### config.mk
export PLATFORM = sky130hd
export DESIGN_NAME = tvd_face_reconstruction_top
export DESIGN_NICKNAME = d
export VERILOG_FILES = /design/src/rtl/core/tvd_pkg.sv /design/src/rtl/core/tvd_face_reconstruction_top.sv /design/src/rtl/core/tvd_div.sv /design/src/rtl/core/tvd_core.sv
export SDC_FILE = /design/constraint.sdc
export NUM_CORES = 2
export LEC_CHECK = 0
export ABC_AREA = 0
export BUFFER_PORTS_ARGS = -buffer_cell sky130_fd_sc_hd__buf_4
export CAP_MARGIN = 15
export CELL_PAD_IN_SITES_DETAIL_PLACEMENT = 1
export CELL_PAD_IN_SITES_GLOBAL_PLACEMENT = 1
export CORE_UTILIZATION = 35
export DETAILED_ROUTE_END_ITERATION = 8
export PLACE_DENSITY_LB_ADDON = 0.1
export SLEW_MARGIN = 0
export SYNTH_ARGS = -nofsm -noshare
export SYNTH_HDL_FRONTEND = slang
export SYNTH_SLANG_ARGS = --single-unit
### constraint.sdc
create_clock -name clk -period 29.2 [get_ports clk]
set_input_delay 1.46 -clock clk [delete_from_list [all_inputs] [get_ports clk]]
set_output_delay 1.46 -clock clk [all_outputs]
set_load 0.01 [all_outputs]
### src/rtl/core/tvd_pkg.sv
// Shared constants, types and helpers for the TVD face reconstruction block.
`default_nettype none

package tvd_pkg;

    // Value format and derived widths
    localparam int VALUE_W     = 32;
    localparam int SUM_W       = VALUE_W + 2;
    localparam int WEIGHT_BITS = 16;
    localparam int WF_W        = WEIGHT_BITS + 1;

    // Shared divider: 48-bit dividend, 33-bit divisor, 17 quotient bits
    localparam int DIVD_W = 48;
    localparam int DIVR_W = VALUE_W + 1;
    localparam int QUOT_W = WF_W;
    localparam int CNT_W  = 5;

    // Shared multiplier: 17 x 32 bits
    localparam int PROD_W   = WF_W + VALUE_W;
    localparam int ROUND_SH = WEIGHT_BITS + 2;
    localparam int QMAG_W   = PROD_W - ROUND_SH;
    localparam int NUM_W    = 2 * WEIGHT_BITS;

    localparam logic [WF_W-1:0]   WF_ONE     = WF_W'(1) << WEIGHT_BITS;
    localparam logic [PROD_W-1:0] ROUND_HALF = PROD_W'(1) << (ROUND_SH - 1);

    // One face computation request: west, centre, east plus tags
    typedef struct packed {
        logic signed [VALUE_W-1:0] w;
        logic signed [VALUE_W-1:0] p;
        logic signed [VALUE_W-1:0] e;
        logic                      row_end;
        logic                      burst_end;
    } job_t;

    // One finished result
    typedef struct packed {
        logic signed [VALUE_W-1:0] west_face;
        logic signed [VALUE_W-1:0] east_face;
        logic [WF_W-1:0]           limiter_weight;
        logic                      row_end;
        logic                      burst_end;
    } result_t;

    typedef enum logic [2:0] {
        T_IDLE,
        T_GO1,
        T_WAIT1,
        T_GO2,
        T_WAIT2
    } top_state_t;

    typedef enum logic [3:0] {
        S_IDLE,
        S_DIFF,
        S_CHECK,
        S_FDIV_GO,
        S_FDIV,
        S_MFG,
        S_MFF,
        S_MGG,
        S_DEN,
        S_WDIV_GO,
        S_WDIV,
        S_MQ,
        S_RND,
        S_FACE,
        S_DONE
    } core_state_t;

    // Clamp a widened sum to the signed value range
    function automatic logic signed [VALUE_W-1:0] sat_value(input logic signed [SUM_W-1:0] v);
        logic signed [VALUE_W-1:0] r;
        if (v[SUM_W-1:VALUE_W-1] == '0 || v[SUM_W-1:VALUE_W-1] == '1)
        begin
            r = v[VALUE_W-1:0];
        end
        else if (v[SUM_W-1])
        begin
            r = {1'b1, {(VALUE_W-1){1'b0}}};
        end
        else
        begin
            r = {1'b0, {(VALUE_W-1){1'b1}}};
        end
        return r;
    endfunction

endpackage

`default_nettype wire

### src/rtl/core/tvd_face_reconstruction_top.sv
// Top level of the TVD face reconstruction block: window, handshakes, output register.
// Streams Q16.16 cells one request at a time and returns limited west/east face
// values one cell behind; a request with last_cell also flushes the row's last
// cell. Each result is produced by a sequencer around one restoring divider and
// one 17x32 multiplier. With the limiter active it uses two 17-step divisions for
// f and the weight, four multiply steps and one add besides start, window compare,
// rounding, face sums and handoff; when the window is an extremum or flat, or the
// span is within min_span, only start, window compare, face sums and handoff remain.
// After a request is taken, in_stall stays low for a row start only; otherwise it
// stays high until its one or two results reach the output register, also while a
// result waits for that register because out_stall is high. A finished result
// waits in the output register while the next request is taken. The block does not
// enforce that min_span is written with cfg_wr_en only while idle: a user duty.
`default_nettype none

module tvd_face_reconstruction_top
    import tvd_pkg::*;
(
    input  wire logic                      clk,
    input  wire logic                      rst_n,
    input  wire logic                      cfg_wr_en,
    input  wire logic [VALUE_W-1:0]        cfg_wr_data,
    input  wire logic                      in_valid,
    output logic                           in_stall,
    input  wire logic signed [VALUE_W-1:0] cell_value,
    input  wire logic signed [VALUE_W-1:0] left_ghost,
    input  wire logic signed [VALUE_W-1:0] right_ghost,
    input  wire logic                      first_cell,
    input  wire logic                      last_cell,
    output logic                           out_valid,
    input  wire logic                      out_stall,
    output logic signed [VALUE_W-1:0]      west_face,
    output logic signed [VALUE_W-1:0]      east_face,
    output logic [WF_W-1:0]                limiter_weight,
    output logic                           row_end,
    output logic                           burst_end
);

    top_state_t state_reg;
    top_state_t state_next;

    logic [VALUE_W-1:0]        min_span_reg;
    logic signed [VALUE_W-1:0] west_reg;
    logic signed [VALUE_W-1:0] center_reg;
    logic                      win_valid_reg;
    job_t                      job1_reg;
    logic signed [VALUE_W-1:0] rg_reg;
    logic                      last_reg;
    logic                      out_valid_reg;
    result_t                   out_reg;

    logic    accept;
    logic    has_job1;
    logic    core_start;
    job_t    core_job;
    logic    core_res_valid;
    logic    core_res_ready;
    result_t core_res;
    logic    handoff;

    tvd_core u_core (
        .clk       (clk),
        .rst_n     (rst_n),
        .start     (core_start),
        .job       (core_job),
        .min_span  (min_span_reg),
        .res_valid (core_res_valid),
        .res_ready (core_res_ready),
        .res       (core_res)
    );

    assign accept         = in_valid && !in_stall;
    assign has_job1       = !first_cell && win_valid_reg;
    assign core_res_ready = !out_valid_reg || !out_stall;
    assign handoff        = core_res_valid && core_res_ready;

    // Next state
    always_comb
    begin
        state_next = state_reg;
        unique case (state_reg)
            T_IDLE:
            begin
                if (accept)
                begin
                    priority if (has_job1) state_next = T_GO1;
                    else if (last_cell)    state_next = T_GO2;
                    else                   state_next = T_IDLE;
                end
            end
            T_GO1:   state_next = T_WAIT1;
            T_WAIT1: if (handoff) state_next = last_reg ? T_GO2 : T_IDLE;
            T_GO2:   state_next = T_WAIT2;
            T_WAIT2: if (handoff) state_next = T_IDLE;
            default: state_next = T_IDLE;
        endcase
    end

    // Outputs of the control
    always_comb
    begin
        in_stall   = 1'b1;
        core_start = 1'b0;
        core_job   = job1_reg;
        unique case (state_reg)
            T_IDLE:
            begin
                in_stall = 1'b0;
            end
            T_GO1:
            begin
                core_start = 1'b1;
            end
            T_GO2:
            begin
                core_start         = 1'b1;
                core_job.w         = west_reg;
                core_job.p         = center_reg;
                core_job.e         = rg_reg;
                core_job.row_end   = 1'b1;
                core_job.burst_end = 1'b1;
            end
            default:
            begin
                core_start = 1'b0;
            end
        endcase
    end

    // Control state, window and configuration
    always_ff @(posedge clk or negedge rst_n)
    begin
        if (!rst_n)
        begin
            state_reg     <= T_IDLE;
            min_span_reg  <= '0;
            west_reg      <= '0;
            center_reg    <= '0;
            win_valid_reg <= 1'b0;
            out_valid_reg <= 1'b0;
        end
        else
        begin
            state_reg <= state_next;
            if (cfg_wr_en)
            begin
                min_span_reg <= cfg_wr_data;
            end
            if (accept)
            begin
                if (has_job1)
                begin
                    west_reg <= center_reg;
                end
                else
                begin
                    west_reg <= left_ghost;
                end
                center_reg    <= cell_value;
                win_valid_reg <= !last_cell;
            end
            if (handoff)
            begin
                out_valid_reg <= 1'b1;
            end
            else if (!out_stall)
            begin
                out_valid_reg <= 1'b0;
            end
        end
    end

    // Request capture and output payload
    always_ff @(posedge clk)
    begin
        if (accept)
        begin
            job1_reg.w         <= west_reg;
            job1_reg.p         <= center_reg;
            job1_reg.e         <= cell_value;
            job1_reg.row_end   <= 1'b0;
            job1_reg.burst_end <= !last_cell;
            rg_reg             <= right_ghost;
            last_reg           <= last_cell;
        end
        if (handoff)
        begin
            out_reg <= core_res;
        end
    end

    assign out_valid      = out_valid_reg;
    assign west_face      = out_reg.west_face;
    assign east_face      = out_reg.east_face;
    assign limiter_weight = out_reg.limiter_weight;
    assign row_end        = out_reg.row_end;
    assign burst_end      = out_reg.burst_end;

endmodule

`default_nettype wire

### src/rtl/core/tvd_div.sv
// Shared restoring divider, one quotient bit per cycle.
`default_nettype none

module tvd_div
    import tvd_pkg::*;
(
    input  wire logic              clk,
    input  wire logic              rst_n,
    input  wire logic              start,
    input  wire logic [DIVD_W-1:0] dividend,
    input  wire logic [DIVR_W-1:0] divisor,
    output logic                   done,
    output logic [QUOT_W-1:0]      quotient
);

    logic              busy_reg;
    logic              done_reg;
    logic [CNT_W-1:0]  cnt_reg;
    logic [DIVR_W-1:0] rem_reg;
    logic [DIVR_W-1:0] divisor_reg;
    logic [QUOT_W-1:0] low_reg;
    logic [QUOT_W-1:0] quot_reg;

    logic [DIVR_W:0]   trial;
    logic [DIVR_W:0]   trial_diff;
    logic              trial_ge;

    // Trial subtract of the shifted remainder
    always_comb
    begin
        trial      = {rem_reg, low_reg[QUOT_W-1]};
        trial_diff = trial - {1'b0, divisor_reg};
        trial_ge   = (trial >= {1'b0, divisor_reg});
    end

    // Step control
    always_ff @(posedge clk or negedge rst_n)
    begin
        if (!rst_n)
        begin
            busy_reg <= 1'b0;
            done_reg <= 1'b0;
            cnt_reg  <= '0;
        end
        else
        begin
            done_reg <= busy_reg && (cnt_reg == CNT_W'(1));
            if (start)
            begin
                busy_reg <= 1'b1;
                cnt_reg  <= CNT_W'(QUOT_W);
            end
            else if (busy_reg)
            begin
                cnt_reg <= cnt_reg - CNT_W'(1);
                if (cnt_reg == CNT_W'(1))
                begin
                    busy_reg <= 1'b0;
                end
            end
        end
    end

    // Remainder and quotient datapath; caller guarantees quotient fits QUOT_W bits
    always_ff @(posedge clk)
    begin
        if (start)
        begin
            rem_reg     <= DIVR_W'(dividend[DIVD_W-1:QUOT_W]);
            low_reg     <= dividend[QUOT_W-1:0];
            divisor_reg <= divisor;
        end
        else if (busy_reg)
        begin
            rem_reg  <= trial_ge ? trial_diff[DIVR_W-1:0] : trial[DIVR_W-1:0];
            low_reg  <= {low_reg[QUOT_W-2:0], 1'b0};
            quot_reg <= {quot_reg[QUOT_W-2:0], trial_ge};
        end
    end

    assign done     = done_reg;
    assign quotient = quot_reg;

endmodule

`default_nettype wire

### src/rtl/core/tvd_core.sv
// Face sequencer: limiter weight and face values for one window, using the
// shared divider and one shared 17x32 multiplier.
`default_nettype none

module tvd_core
    import tvd_pkg::*;
(
    input  wire logic               clk,
    input  wire logic               rst_n,
    input  wire logic               start,
    input  wire job_t               job,
    input  wire logic [VALUE_W-1:0] min_span,
    output logic                    res_valid,
    input  wire logic               res_ready,
    output result_t                 res
);

    core_state_t state_reg;
    core_state_t state_next;

    job_t              job_reg;
    logic [VALUE_W-1:0] ua_reg;
    logic [VALUE_W-1:0] ud_reg;
    logic              d_neg_reg;
    logic              mono_reg;
    logic [WEIGHT_BITS-1:0] f_reg;
    logic [WF_W-1:0]   g_reg;
    logic [NUM_W-1:0]  num_reg;
    logic [DIVR_W-1:0] den_reg;
    logic [WF_W-1:0]   wf_reg;
    logic [PROD_W-1:0] prod_reg;
    logic [QMAG_W-1:0] qmag_reg;
    result_t           res_reg;

    logic signed [VALUE_W:0] diff_a;
    logic signed [VALUE_W:0] diff_b;
    logic signed [VALUE_W:0] diff_d;
    logic [VALUE_W:0]  mag_a;
    logic [VALUE_W:0]  mag_d;
    logic              take;

    logic              div_start;
    logic [DIVD_W-1:0] div_dividend;
    logic [DIVR_W-1:0] div_divisor;
    logic              div_done;
    logic [QUOT_W-1:0] div_quot;
    logic [DIVD_W-1:0] wdiv_num;

    logic [WF_W-1:0]    mul_a;
    logic [VALUE_W-1:0] mul_b;
    logic [PROD_W-1:0]  mul_p;
    logic [PROD_W-1:0]  rnd_sum;

    logic signed [SUM_W-1:0] p_ext;
    logic signed [SUM_W-1:0] q_mag_ext;
    logic signed [SUM_W-1:0] q_ext;
    logic signed [SUM_W-1:0] west_sum;
    logic signed [SUM_W-1:0] east_sum;

    tvd_div u_div (
        .clk      (clk),
        .rst_n    (rst_n),
        .start    (div_start),
        .dividend (div_dividend),
        .divisor  (div_divisor),
        .done     (div_done),
        .quotient (div_quot)
    );

    // Window differences
    always_comb
    begin
        diff_a = (VALUE_W+1)'(job_reg.p) - (VALUE_W+1)'(job_reg.w);
        diff_b = (VALUE_W+1)'(job_reg.e) - (VALUE_W+1)'(job_reg.p);
        diff_d = (VALUE_W+1)'(job_reg.e) - (VALUE_W+1)'(job_reg.w);
        mag_a  = diff_a[VALUE_W] ? -diff_a : diff_a;
        mag_d  = diff_d[VALUE_W] ? -diff_d : diff_d;
        take   = mono_reg && (ud_reg > min_span);
    end

    // Weight division numerator: 2fg * 2^16 + den/2
    assign wdiv_num = {num_reg, WEIGHT_BITS'(0)} + DIVD_W'(den_reg >> 1);

    assign mul_p   = mul_a * mul_b;
    assign rnd_sum = prod_reg + ROUND_HALF;

    // Face sums, q carries the sign of east minus west
    always_comb
    begin
        p_ext     = SUM_W'(job_reg.p);
        q_mag_ext = SUM_W'({1'b0, qmag_reg});
        q_ext     = d_neg_reg ? -q_mag_ext : q_mag_ext;
        west_sum  = p_ext - q_ext;
        east_sum  = p_ext + q_ext;
    end

    // Next state
    always_comb
    begin
        state_next = state_reg;
        unique case (state_reg)
            S_IDLE:    if (start) state_next = S_DIFF;
            S_DIFF:    state_next = S_CHECK;
            S_CHECK:   state_next = take ? S_FDIV_GO : S_FACE;
            S_FDIV_GO: state_next = S_FDIV;
            S_FDIV:    if (div_done) state_next = S_MFG;
            S_MFG:     state_next = S_MFF;
            S_MFF:     state_next = S_MGG;
            S_MGG:     state_next = S_DEN;
            S_DEN:     state_next = S_WDIV_GO;
            S_WDIV_GO: state_next = S_WDIV;
            S_WDIV:    if (div_done) state_next = S_MQ;
            S_MQ:      state_next = S_RND;
            S_RND:     state_next = S_FACE;
            S_FACE:    state_next = S_DONE;
            S_DONE:    if (res_ready) state_next = S_IDLE;
            default:   state_next = S_IDLE;
        endcase
    end

    // Shared unit controls
    always_comb
    begin
        div_start    = 1'b0;
        div_dividend = {ua_reg, WEIGHT_BITS'(0)};
        div_divisor  = {1'b0, ud_reg};
        mul_a        = '0;
        mul_b        = '0;
        res_valid    = 1'b0;
        unique case (state_reg)
            S_FDIV_GO:
            begin
                div_start = 1'b1;
            end
            S_WDIV_GO:
            begin
                div_start    = 1'b1;
                div_dividend = wdiv_num;
                div_divisor  = den_reg;
            end
            S_MFG:
            begin
                mul_a = g_reg;
                mul_b = VALUE_W'(f_reg);
            end
            S_MFF:
            begin
                mul_a = WF_W'(f_reg);
                mul_b = VALUE_W'(f_reg);
            end
            S_MGG:
            begin
                mul_a = g_reg;
                mul_b = VALUE_W'(g_reg);
            end
            S_MQ:
            begin
                mul_a = wf_reg;
                mul_b = ud_reg;
            end
            S_DONE:
            begin
                res_valid = 1'b1;
            end
            default:
            begin
                res_valid = 1'b0;
            end
        endcase
    end

    always_ff @(posedge clk or negedge rst_n)
    begin
        if (!rst_n)
        begin
            state_reg <= S_IDLE;
        end
        else
        begin
            state_reg <= state_next;
        end
    end

    // Datapath registers, stepped by the sequencer
    always_ff @(posedge clk)
    begin
        prod_reg <= mul_p;
        unique case (state_reg)
            S_IDLE:
            begin
                if (start)
                begin
                    job_reg <= job;
                end
            end
            S_DIFF:
            begin
                ua_reg    <= mag_a[VALUE_W-1:0];
                ud_reg    <= mag_d[VALUE_W-1:0];
                d_neg_reg <= diff_d[VALUE_W];
                mono_reg  <= (diff_a != '0) && (diff_b != '0)
                             && (diff_a[VALUE_W] == diff_b[VALUE_W]);
            end
            S_CHECK:
            begin
                if (!take)
                begin
                    wf_reg   <= '0;
                    qmag_reg <= '0;
                end
            end
            S_FDIV:
            begin
                if (div_done)
                begin
                    f_reg <= div_quot[WEIGHT_BITS-1:0];
                    g_reg <= WF_ONE - WF_W'(div_quot[WEIGHT_BITS-1:0]);
                end
            end
            S_MFF:
            begin
                num_reg <= {prod_reg[NUM_W-2:0], 1'b0};
            end
            S_MGG:
            begin
                den_reg <= prod_reg[DIVR_W-1:0];
            end
            S_DEN:
            begin
                den_reg <= den_reg + prod_reg[DIVR_W-1:0];
            end
            S_WDIV:
            begin
                if (div_done)
                begin
                    wf_reg <= (div_quot > WF_ONE) ? WF_ONE : div_quot;
                end
            end
            S_RND:
            begin
                qmag_reg <= rnd_sum[ROUND_SH +: QMAG_W];
            end
            S_FACE:
            begin
                res_reg.west_face      <= sat_value(west_sum);
                res_reg.east_face      <= sat_value(east_sum);
                res_reg.limiter_weight <= wf_reg;
                res_reg.row_end        <= job_reg.row_end;
                res_reg.burst_end      <= job_reg.burst_end;
            end
            default:
            begin
            end
        endcase
    end

    assign res = res_reg;

endmodule

`default_nettype wire

Word level (Yosys, flattened, before mapping):

Cells that the tools add are included.
Widths: inputs -> output; s select.

* flip-flop bits (word level): 866
* output and inout bits: 85
* logic and storage cells: 182

* $add $sub $neg: 14
* $mul: 1
* order comparisons: 3
* eq/ne operators: 31
* muxes and demuxes: 49
* bitwise gates (word level): 1
* reductions and logical operators: 35

Operators by type and width (count)
* $mux 32: 8
* $sub 32x32->33: 3
* $mux 98: 1
* $pmux 32 s3: 1
* $mux 31: 3
* $mux 17: 5
* $pmux 33 s2: 1
* $reduce_bool 33->1: 2
* $neg 32->32: 2
* $pmux 31 s2: 1
* $pmux 4 s15: 1
* $pmux 17 s3: 1
* $add 49x18->49 const B: 1
* $mul 17x32->49: 1
* $add 48x32->48: 1
* $mux 48: 1
* $add 32x34->34: 1
* $ge 34x33->1: 1
* $mux 34: 1
* $neg 31->34: 1
* $pmux 17 s2: 1
* $sub 32x34->34: 1
* $add 33x33->33: 1
* $mux 33: 1
* 33 further kinds: 93

Depth between registers and ports, before layout:

* word-level depth: 6
* depth in mapped cells: 34
* depth with buffers taken out: 30

Cells and area by module:

Synthesis repeated with hierarchy kept, for this count alone.

* cells, all modules: 6472
* area total of the unflattened synthesis: 65397.7 um^2

By module, submodules not included
* tvd_core: times used 1, cells an instance 5285, area each 47520.6 um^2
* tvd_face_reconstruction_top: times used 1, cells an instance 623, area each 11733.8 um^2
* tvd_div: times used 1, cells an instance 564, area each 6143.4 um^2

Worst setup path before layout:

No wires, ideal clock.

* path kind: reg2reg
* start point: reg u_core.state_reg[2]
* end point: reg u_core.job_reg[0] (netlist bit), enable pin
* arrival time: 10105 ps
* data required time: 28405 ps
* path slack: 18300 ps
* cell stages (with the launch flop): 4
* cell sequence: dfrtp_1 -> clkbuf_1 -> clkbuf_1 -> nor4_1

* word-level cells in the longest chain between the ends: 2

RTL lines
* from (decl): line tvd_core.sv:18 `core_state_t state_reg;`
* from (signal assigned): line tvd_core.sv:180 `state_reg <= state_next;`
* $logic_not 4->1: line tvd_core.sv:188 `unique case (state_reg)`
* $reduce_and 2->1 (no source line)
* to (signal assigned): line tvd_core.sv:193 `job_reg <= job;`
* to (decl): line tvd_core.sv:21 `job_t job_reg;`

Every way passes these cells.
A chain may end at the register's enable or synchronous reset.

Final worst setup path:

* start point: reg u_core.state_reg[2]
* end point: reg u_core.prod_reg[48]

* word-level cells in the longest chain between the ends: 4
* elaborated cells between the ends (all ways): 9

RTL lines
* $eq 4x3->1: line tvd_core.sv:130 `unique case (state_reg)`
* $reduce_or 2->1 (no source line)
* $pmux 17 s3 / $pmux 32 s3 (equally long branches): line tvd_core.sv:130
* $mul 17x32->49 *: line tvd_core.sv:84 `assign mul_p = mul_a * mul_b;`
* via u_core.mul_p[48]: line tvd_core.sv:51 `logic [PROD_W-1:0] mul_p;`
* to (signal assigned): line tvd_core.sv:187 `prod_reg <= mul_p;`
* to (decl): line tvd_core.sv:31 `logic [PROD_W-1:0] prod_reg;`

The timed path passes the listed nets; every way through them passes the cells marked *.

==> flow_summary.json <==
{
  "status": "finished, final reports clean",
  "wl_mm": 227,
  "max_freq_mhz": 97.1,
  "rrSetupSlack_ns": 18.90,
  "die_y_microns": 431,
  "dieArea_sq_um": 186000,
  "synth_edf_count": 702,
  "reg2reg_depth": 27,
  "initial_utilization": 0.352,
  "grt_pass1_wl_mm": 336,
  "postSynthCellCount": 6596,
  "hpwl_mm": 182,
  "grt_max_degree": 141,
  "cp_max_fo": 46,
  "drt-initial-drc-count": 3653,
  "cts_resized": 0,
  "root_buffer": "clkbuf_16",
  "synth_top_family_by_area": "adder cells",
  "ios": 220,
  "yosysUniqueCellTypes": 115,
  "crit_arrival_ns": 10.94,
  "hold_violations": 0,
  "p_leak_nw": 30.6,
  "synth_mux_area_frac": 0.0145,
  "fin_crit_sh": 0.353,
  "fp.coreArea_sq_um": 183000,
  "pwr-share-comb": 0.429,
  "cts_hold_buffers": 0,
  "finalSetupTns_ns": 0,
  "final_common_cell": "nand2_1",
  "sw_frac_of_total": 0.418,
  "hold_depth": 0,
  "num_rows": 157,
  "drive_gt1_frac": 0.0858,
  "grt_pass1_vias": 50362,
  "track_usage": 0.243,
  "numPortBuffers": 219,
  "synth_compound_area_frac": 0.121,
  "setup_viol": 0,
  "finalClockSkew_ns": 0.0272,
  "grt_overflow": 0,
  "vias_per_cell": 5.25,
  "wl_per_cell_microns": 24.5,
  "syn-num-nets": 7591,
  "setup_ws_ns": 18.90,
  "yosysWarnings": 0,
  "crit_path_start_kind": "flop",
  "ys_seq_area_frac": 0.386,
  "max_cap_violations": 0,
  "drc": 0,
  "worst_pin_slew_ns": 1.14,
  "rsz0062_at_grt": "no",
  "cts_tree": "done",
  "antenna_found_initial": 15,
  "p_clk_frac": 0.226,
  "vias": 48719,
  "synth_fa_ha_area_frac": 0.220,
  "power_density_nw_per_um2": 83.4,
  "p_seq_frac": 0.346,
  "final_cell_mix": "nand2_1, inv_1, edfxtp_1",
  "timing.critical_path.mode_cell": "fa_1",
  "synth_area_sq_um": 64500,
  "gp_congestion": 0.895,
  "dieWidth_microns": 431,
  "switchingPower_mw": 2.53,
  "clk_pin_slew_ns": 0.06,
  "htreeDepth": 3,
  "synth-async-reset-ratio": 0.129,
  "crit_path_max_incr_delay_ns": 0.82,
  "post_cts_buffers": 0,
  "largest_reg_flops": 98,
  "slowest_stage": "nand2_1",
  "cts.sinks": 865,
  "path_depth": 27,
  "post-route-min-period_ns": 10.30,
  "nNetsFinal": 7710,
  "synth_ff_type": "edfxtp_1",
  "max-vdd-ir-drop_uv": 72.4,
  "min_path_type": "reg2reg",
  "synthSimpleGateAreaFrac": 0.147,
  "area_growth_pct": 12.3,
  "clkLatencyLatePin_ns": 0.77,
  "slew_headroom": 0.241,
  "critPathCaptureType": "flop",
  "p_int_mw": 3.51,
  "pre_cts_ws_ns": 19.11,
  "cp.required_ns": 29.84,
  "ant_nets": 0,
  "cts_buffers": 104,
  "ys_ff_latch": 865,
  "slew_violations": 0,
  "drt_first_pass_iters": 6,
  "critPathBufInv": 4,
  "yosys.area_share.xor_xnor": 0.0495,
  "critPathKind": "reg2reg",
  "clockBufferDepth": 3,
  "cp_top_family": "adder cells",
  "avgSynthCellArea_sq_um": 9.78
}
==> path summary, 6_finish.rpt <==
path                                                       from                           end
worst max-delay path            u_core.state_reg[2]$_DFFE_PN0P_   u_core.prod_reg[48]$_DFF_P_
worst min-delay path                   u_core.res[78]$_DFFE_PN_       west_face[27]$_DFFE_PP_
worst max register to register  u_core.state_reg[2]$_DFFE_PN0P_   u_core.prod_reg[48]$_DFF_P_
worst min register to register         u_core.res[78]$_DFFE_PN_       west_face[27]$_DFFE_PP_
max in group asynchronous                                 rst_n  min_span_reg[22]$_DFFE_PN0P_
min in group asynchronous                                 rst_n      west_reg[16]$_DFFE_PN0P_
==> through the flow <==
| step | total power, mW | area (sq um) | util | hold slack, ns | instances |
|---|---|---|---|---|---|
| global route | 6.43 | 72500 | 0.396 | 0.424 | 9271 |
| global placement | 4.65 | 68800 | 0.376 | 0.401 | 9070 |
| floorplan | 3.77 | 64500 | - | 0.400 | 6596 |
| detailed placement | 4.70 | 68900 | 0.376 | 0.406 | 9073 |
| CTS | 6.09 | 72500 | 0.396 | 0.418 | 9271 |
| finish | 6.04 | 72500 | 0.396 | 0.410 | 9272 |
==> worst reg2reg max path: stages (launching register included) <==
cell and delay (ns):
dfrtp_1 0.74, nand2b_1 0.33, nor2_4 0.16, buf_4 0.59, a22oi_1 0.19, nand2_1 0.82, nand2_1 0.20, fa_1 0.58
inv_1 0.06, fa_1 0.57, fa_1 0.44, fa_1 0.49, fa_1 0.49, inv_1 0.05, fa_1 0.47, inv_1 0.04
ha_1 0.34, o21ai_0 0.12, a21oi_1 0.42, or4b_2 0.62, and3_1 0.29, a31o_2 0.30, o21ai_0 0.81, a311oi_1 0.33
o21a_1 0.29, o21ai_0 0.17, a21oi_1 0.10, xnor2_1 0.13
==> synthesized netlist by cell type, types with 26 or more instances <==
cell type     n  area [sq um]
nand2_1    1066          4000
a21o_1      126           946
o21ai_1      26           130
nand3_1      94           470
nand4_1      34           213
dfxtp_1      51          1020
and3_1       55           344
xor2_1      143          1250
nor2_1      494          1850
a21oi_1     336          1680
edfxtp_1    702         21100
nor2b_1      47           294
o21bai_1     37           278
inv_1       788          2960
ha_1        404          5050
mux2i_1      49           490
and2_1       78           488
a22oi_1      36           270
nor3_1       83           415
a211oi_1     33           248
o21ai_0     275          1380
clkbuf_1    244           916
fa_1        456          9130
xnor2_1     220          1930
a31oi_1      33           206
dfrtp_1     112          2800
nand2b_1     67           419
mux2_2       38           428
o21a_1       59           443
==> metal layers <==
layer,up-vias,track usage,share of wire
met5,-,0,0.000057
met4,2,0.0721,0.032
met3,262,0.0339,0.049
met2,1063,0.383,0.45
met1,24896,0.346,0.46
li1,22496,-,-
==> cell families after synthesis <==
family | after synthesis
adder cells (fa/ha/maj) | 860
AO/OA/AOI/OAI | 1211
buffers and inverters | 1059
AND/OR/NAND/NOR | 2149
multiplexers | 88
XOR/XNOR | 364
flip-flops | 865
==> layout make-up <==
cell class	instances	area, sq um
Clock inverter	66	821
Timing Repair Buffer	281	2170
Multi-Input combinational cell	4672	35700
Inverter	791	2970
Antenna cell	1	2.50
Clock buffer	132	2780
Fill cell	20713	111000
Tap cell	2464	3080
Sequential cell	865	24900
==> power by group through the flow <==
stage	combinational, mW	sequential [mW]	clock (mW)
2_1_floorplan	1.78	1.99	0
3_3_place_gp	2.54	2.11	0
3_5_place_dp	2.59	2.11	0
4_1_cts	2.60	2.09	1.40
5_1_grt	2.87	2.12	1.44
6_report	2.59	2.09	1.36
Note: power is estimated with default switching activity, not from simulation.
